$ cat src/rtl/tccq_pkg.sv
`timescale 1ns / 1ps
// ----------------------------------------------------------------------------
// tccq_pkg
// Shared types and constants for the two-color cell quantizer: pixel and
// result transaction structs, cell geometry and color codes.
// ----------------------------------------------------------------------------
package tccq_pkg;

    // Cell geometry (square cells, side in pixels, legal range 2..16)
    localparam int CELL_SIDE   = 8;
    localparam int CELL_PIXELS = CELL_SIDE * CELL_SIDE;
    localparam int IDX_W       = $clog2(CELL_PIXELS);

    // 3-bit color code: green weighs 4, red 2, blue 1
    localparam int COLOR_W   = 3;
    localparam int GREEN_BIT = 2;
    localparam int RED_BIT   = 1;
    localparam int BLUE_BIT  = 0;

    // Number of distinct colors held for the current cell
    localparam logic [1:0] SEEN_NONE = 2'd0;
    localparam logic [1:0] SEEN_ONE  = 2'd1;
    localparam logic [1:0] SEEN_TWO  = 2'd2;

    typedef logic [COLOR_W-1:0] t_color;

    // Input transaction: one RGB pixel
    typedef struct packed {
        logic [7:0] red_level;
        logic [7:0] green_level;
        logic [7:0] blue_level;
    } t_pixel;

    // Output transaction: one result per pixel
    typedef struct packed {
        logic       pixel_bit;
        logic       pixel_error;
        logic       cell_done;
        logic [7:0] cell_attribute;
        logic       cell_conflict;
    } t_result;

endpackage

$ cat src/rtl/two_color_cell_quantizer_unit.sv
`timescale 1ns / 1ps
// ----------------------------------------------------------------------------
// two_color_cell_quantizer_unit
// Two-color cell quantizer: per-pixel color bit and per-cell attribute byte.
// ----------------------------------------------------------------------------
// Pixels enter in cell order, CELL_SIDE*CELL_SIDE per cell, and each gives
// exactly one result transaction. The block takes one pixel per clock when the
// output side keeps up; a pixel's result passes through the input register,
// then the result register, before it is presented at the output. The cell
// state loop (color match plus slot update) is combinational into the cell
// state registers, which is what sets the one-pixel-per-clock rate. Cell
// attribute and conflict are nonzero only on the result with cell_done set;
// cell state clears after that pixel.
// ----------------------------------------------------------------------------
module two_color_cell_quantizer_unit (
    input  logic              i_clk,
    input  logic              i_rst_n,
    // pixel input channel
    input  logic              i_valid,
    output logic              o_ready,
    input  tccq_pkg::t_pixel  i_pixel,
    // result output channel
    output logic              o_valid,
    input  logic              i_ready,
    output tccq_pkg::t_result o_result
);

    logic              r_in_valid;
    tccq_pkg::t_pixel  r_in_pixel;
    logic              r_out_valid;
    tccq_pkg::t_result r_out_result;

    logic              advance;
    tccq_pkg::t_result result;

    // Input stage moves to the result register when that slot is free
    assign advance = r_in_valid && (!r_out_valid || i_ready);
    assign o_ready = !r_in_valid || advance;

    tccq_cell_tracker u_tracker (
        .i_clk     (i_clk),
        .i_rst_n   (i_rst_n),
        .i_advance (advance),
        .i_pixel   (r_in_pixel),
        .o_result  (result)
    );

    // Valid flags
    always_ff @(posedge i_clk) begin
        if (!i_rst_n) begin
            r_in_valid  <= 1'b0;
            r_out_valid <= 1'b0;
        end else begin
            if (o_ready) begin
                r_in_valid <= i_valid;
            end
            if (advance) begin
                r_out_valid <= 1'b1;
            end else if (i_ready) begin
                r_out_valid <= 1'b0;
            end
        end
    end

    // Payload registers
    always_ff @(posedge i_clk) begin
        if (o_ready && i_valid) begin
            r_in_pixel <= i_pixel;
        end
        if (advance) begin
            r_out_result <= result;
        end
    end

    assign o_valid  = r_out_valid;
    assign o_result = r_out_result;

endmodule

$ cat src/rtl/tccq_cell_tracker.sv
`timescale 1ns / 1ps
// ----------------------------------------------------------------------------
// tccq_cell_tracker
// Per-cell color bookkeeping: reduces a pixel to its 3-bit color, matches it
// against the two stored cell colors, and updates the cell state on advance.
// ----------------------------------------------------------------------------
module tccq_cell_tracker (
    input  logic             i_clk,
    input  logic             i_rst_n,
    input  logic             i_advance,
    input  tccq_pkg::t_pixel i_pixel,
    output tccq_pkg::t_result o_result
);

    tccq_pkg::t_color                r_first;
    tccq_pkg::t_color                r_second;
    logic [1:0]                      r_seen;
    logic [tccq_pkg::IDX_W-1:0]      r_idx;
    logic                            r_conflict;

    tccq_pkg::t_color                n_first;
    tccq_pkg::t_color                n_second;
    logic [1:0]                      n_seen;
    logic                            n_conflict;

    tccq_pkg::t_color                color;
    logic                            hit_first;
    logic                            hit_second;
    logic                            bit_out;
    logic                            err_out;
    logic                            last_pixel;

    // Color reduction: only zero versus nonzero of each channel counts
    always_comb begin
        color                      = '0;
        color[tccq_pkg::GREEN_BIT] = (i_pixel.green_level != 8'd0);
        color[tccq_pkg::RED_BIT]   = (i_pixel.red_level != 8'd0);
        color[tccq_pkg::BLUE_BIT]  = (i_pixel.blue_level != 8'd0);
    end

    assign hit_first  = (r_seen != tccq_pkg::SEEN_NONE) && (color == r_first);
    assign hit_second = (r_seen == tccq_pkg::SEEN_TWO) && (color == r_second);
    assign last_pixel = (r_idx == tccq_pkg::IDX_W'(tccq_pkg::CELL_PIXELS - 1));

    // Match / allocate a color slot
    always_comb begin
        n_first    = r_first;
        n_second   = r_second;
        n_seen     = r_seen;
        n_conflict = r_conflict;
        bit_out    = 1'b1;
        err_out    = 1'b0;
        if (hit_first) begin
            bit_out = 1'b0;
        end else if (hit_second) begin
            bit_out = 1'b1;
        end else if (r_seen == tccq_pkg::SEEN_NONE) begin
            n_first = color;
            n_seen  = tccq_pkg::SEEN_ONE;
            bit_out = 1'b0;
        end else if (r_seen == tccq_pkg::SEEN_ONE) begin
            n_second = color;
            n_seen   = tccq_pkg::SEEN_TWO;
        end else begin
            // third distinct color: flagged, not stored
            err_out    = 1'b1;
            n_conflict = 1'b1;
        end
    end

    // Result fields; cell summary only on the last pixel
    always_comb begin
        o_result                = '0;
        o_result.pixel_bit      = bit_out;
        o_result.pixel_error    = err_out;
        o_result.cell_done      = last_pixel;
        if (last_pixel) begin
            o_result.cell_attribute = {1'b0, n_second, 1'b0, n_first};
            o_result.cell_conflict  = n_conflict;
        end
    end

    // Cell state; cleared after the last pixel of each cell
    always_ff @(posedge i_clk) begin
        if (!i_rst_n) begin
            r_first    <= '0;
            r_second   <= '0;
            r_seen     <= tccq_pkg::SEEN_NONE;
            r_idx      <= '0;
            r_conflict <= 1'b0;
        end else if (i_advance) begin
            if (last_pixel) begin
                r_first    <= '0;
                r_second   <= '0;
                r_seen     <= tccq_pkg::SEEN_NONE;
                r_idx      <= '0;
                r_conflict <= 1'b0;
            end else begin
                r_first    <= n_first;
                r_second   <= n_second;
                r_seen     <= n_seen;
                r_idx      <= r_idx + 1'b1;
                r_conflict <= n_conflict;
            end
        end
    end

endmodule

$ cat config.mk
export PLATFORM = sky130hd
export DESIGN_NAME = two_color_cell_quantizer_unit
export DESIGN_NICKNAME = d
export VERILOG_FILES = /design/src/rtl/tccq_pkg.sv /design/src/rtl/two_color_cell_quantizer_unit.sv /design/src/rtl/tccq_cell_tracker.sv
export SDC_FILE = /design/constraint.sdc
export NUM_CORES = 1
export LEC_CHECK = 0
export BUFFER_PORTS_ARGS = -buffer_cell sky130_fd_sc_hd__clkbuf_2
export CAP_MARGIN = 20
export CORE_MARGIN = 5
export CORE_UTILIZATION = 45
export CTS_CLUSTER_DIAMETER = 150
export DETAILED_ROUTE_END_ITERATION = 16
export GPL_ROUTABILITY_DRIVEN = 0
export PLACE_DENSITY = 0.66
export SETUP_SLACK_MARGIN = 0.2
export SYNTH_ARGS = -nofsm -noshare
export SYNTH_HDL_FRONTEND = slang
export SYNTH_SLANG_ARGS = --single-unit
export TNS_END_PERCENT = 100
$ cat constraint.sdc
create_clock -name i_clk -period 5.55 [get_ports i_clk]
set_input_delay 1.665 -clock i_clk [delete_from_list [all_inputs] [get_ports i_clk]]
set_output_delay 1.665 -clock i_clk [all_outputs]
set_load 0.01 [all_outputs]
==> results.yml <==
global_routing:
  grtUsageTotal: 0.131
  grt_max_degree: 25
  grt_pass1_vias: 1418
  grt_pass1_wl_um: 6400
  antenna_found_initial: 0
  grt.overflow.total: 0
place:
  dp.cells: 253
  port_buffers: 39
  dp_hpwl_um: 2830
clock_network:
  cts_resized: 0
  clock_path_buffers: 2
  clk_pin_slew_ns: 0.08
  cts_tree: "yes"
  htreeDepth: 2
  clkSinkCount: 51
  cts_root_buf: "clkbuf_8"
  clk_latency_ns: 0.30
  cts_buffers: 5
  postCtsSetupBuffers: 0
  cts_hold_buf: 0
sta:
  rsz0062_at_grt: "false"
  slew-limit-headroom: 0.322
  setup_viol: 0
  slew_viol_final: 0
  skew_ns: 0.00745
  period_minus_slack_ns: 3.86
  timing.final.crit_share: 0.695
  fmax_mhz: 259
  fin_setup_tns_ns: 0
  worst_slew_pin_slew_ns: 1.02
  hold_viol_final: 0
logic_synthesis:
  yosysMostFrequentCell: "edfxtp_1"
  ys.flop_type: "edfxtp_1"
  synth.distinct_cells: 43
  syn_inst: 164
  syn_area_sq_mm: 0.00216
  synthArstFlopShare: 0
  yosysTopAreaCell: "edfxtp_1"
  ys_ff_latch: 51
  ys_top_cells_by_area: "edfxtp_1 47%, dfxtp_1 16%, nand2_1 4.3%"
  synth-edff-count: 34
  synth_top_area_share: 0.472
  ys.warnings.count: 0
  seq_area_frac_synth: 0.630
  synth_commonest_cells: "34 x edfxtp_1, 25 x nand2_1, 17 x dfxtp_1"
  syn_avg_cell_area_sq_um: 13.2
worst_setup_path:
  worst_r2r_startpoint: "r_in_valid$_SDFFE_PN0N_"
  crit_fanout: 3
  slowest_delay_ns: 0.19
  cp-end-kind: "primary output"
  crit_required_ns: 3.88
  worstPathArrival_ns: 2.19
  criticalPathCategory: "input port to primary output"
  crit_chain: "clkbuf_2 > nor2b_1 > nand2_1 > clkbuf_2"
  critPathLaunch: "i_ready"
  crit_path_end: "o_ready"
  timing.rr.end: "u_tracker.r_second[1]$_SDFFE_PN0P_"
  cp-start-kind: "input port"
  worst_path_max_delay_cell: "nor2b_1"
  r2r_slack_ns: 3.53
  critPathMostFrequentCell: "clkbuf_2"
  reg2reg_depth: 5
power_and_ir_drop:
  peakVddDrop_mv: 0.190
  cellLeakagePower_uw: 0.000936
  p_total_uw: 786
  powerDensity_mw_per_mm2: 311
min_path:
  whs_path_depth: 2
  hold_path.class: "register to register"
floorplan:
  die_w_um: 79.3
  placementRows: 25
  die_height_um: 79.3
  core_sq_mm: 0.00469
  initial_core_util: 0.461
  pin_count: 42
  die_area_sq_mm: 0.00629
detailed_routing:
  avgViaCountPerCell: 5.44
  drtAntennaViolNets: 0
  vias: 1420
  routedWlPerCell_um: 14.4
  routed_wl_um: 3770
  dr.pass1.iters: 4
  drt_iter0_drc: 74
  drc: 0
finish:
  antenna-diode-count: 0
  n_fill_cell: 406
  drive_above_1_share: 0.309
  final_cells: 261
  area_growth_pct: 17.0
  nets: 235
status:
  status: "finished clean"
run:
  maxCapViolations: 0
[area by class of cell]
class	count	area (sq um)	share of cell area
multi-input combinational	106	758	0.300
inverter	3	11.3	0.00445
sequential	51	1360	0.538
tap	54	67.6	0.0267
clock inverter	3	67.6	0.0267
timing repair buffer	39	195	0.0772
clock buffer	5	68.8	0.0272
[flip-flops by register name, summed over array words and instances (netlist names)]
| register | flops |
|---|---|
| u_tracker.r_conflict | 1 |
| o_valid | 1 |
| u_tracker.r_seen | 2 |
| u_tracker.r_second | 3 |
| r_in_pixel | 24 |
| u_tracker.r_first | 3 |
| o_result | 10 |
| r_in_valid | 1 |
| u_tracker.r_idx | 6 |
[logic make-up (layout without fill, tap and decap cells)]
logic type	count (synthesis)	count (layout)	synth area share
multiplexers	3	3	0.0139
flip-flops	51	51	0.630
adder cells (fa/ha/maj)	1	1	0.00579
buffers and inverters	8	50	0.0214
other	1	2	0.00173
AO/OA/AOI/OAI	31	31	0.109
AND/OR/NAND/NOR	62	62	0.190
XOR/XNOR	7	7	0.0284
[how the worst min path moves through the flow]
| stage | slack (ns) | start | to |
|---|---|---|---|
| floorplan | 0.44 | u_tracker.r_first[2]$_SDFFE_PN0P_ | u_tracker.r_first[2]$_SDFFE_PN0P_ |
| global placement | 0.46 | u_tracker.r_first[2]$_SDFFE_PN0P_ | u_tracker.r_first[2]$_SDFFE_PN0P_ |
| detailed placement | 0.47 | u_tracker.r_first[2]$_SDFFE_PN0P_ | u_tracker.r_first[2]$_SDFFE_PN0P_ |
| CTS | 0.48 | u_tracker.r_first[2]$_SDFFE_PN0P_ | u_tracker.r_first[2]$_SDFFE_PN0P_ |
| global route | 0.51 | u_tracker.r_first[2]$_SDFFE_PN0P_ | u_tracker.r_first[2]$_SDFFE_PN0P_ |
| finish | 0.48 | u_tracker.r_first[2]$_SDFFE_PN0P_ | u_tracker.r_first[2]$_SDFFE_PN0P_ |
[cell usage in the layout, fill, tap and decap left out, drive strengths merged, types with 6 or more instances in the layout]
cell | Yosys | final
clkbuf | 1 | 44
edfxtp | 34 | 34
nand2 | 25 | 25
dfxtp | 17 | 17
a21oi | 11 | 11
nand4 | 9 | 9
xor2 | 6 | 6
nor2 | 6 | 6
nor4 | 6 | 6
[worst max-delay path: cells and delay by family]
family,cells,cell delay [ns]
buffers and inverters,2,0.23
AND/OR/NAND/NOR,2,0.29
[through the flow]
step	setup WS [ns]	hold slack (ns)	utilization	cell area [sq um]
final	1.69	0.479	0.539	2530
after CTS	1.69	0.482	0.539	2530
after global routing	1.66	0.509	0.539	2530
after global placement	1.76	0.457	0.510	2390
after detailed placement	1.70	0.469	0.510	2390
after floorplan	1.95	0.440	-	2170
[power by group]
group	switching, uW	internal, uW	total, uW
Combinational	28.9	21.0	49.9
Clock	117	180	297
Sequential	13.9	425	439
[per-layer routing]
metal | wire, um | global-route usage | up-vias | part of all wire
met1 | 1530 | 0.151 | 680 | 0.40
met2 | 1990 | 0.232 | 41 | 0.53
met3 | 202 | 0.0385 | 6 | 0.054
met4 | 46 | 0.0412 | 0 | 0.012
met5 | 0 | 0 | - | 0
li1 | - | - | 693 | -
(Power assumes the default switching activity.)
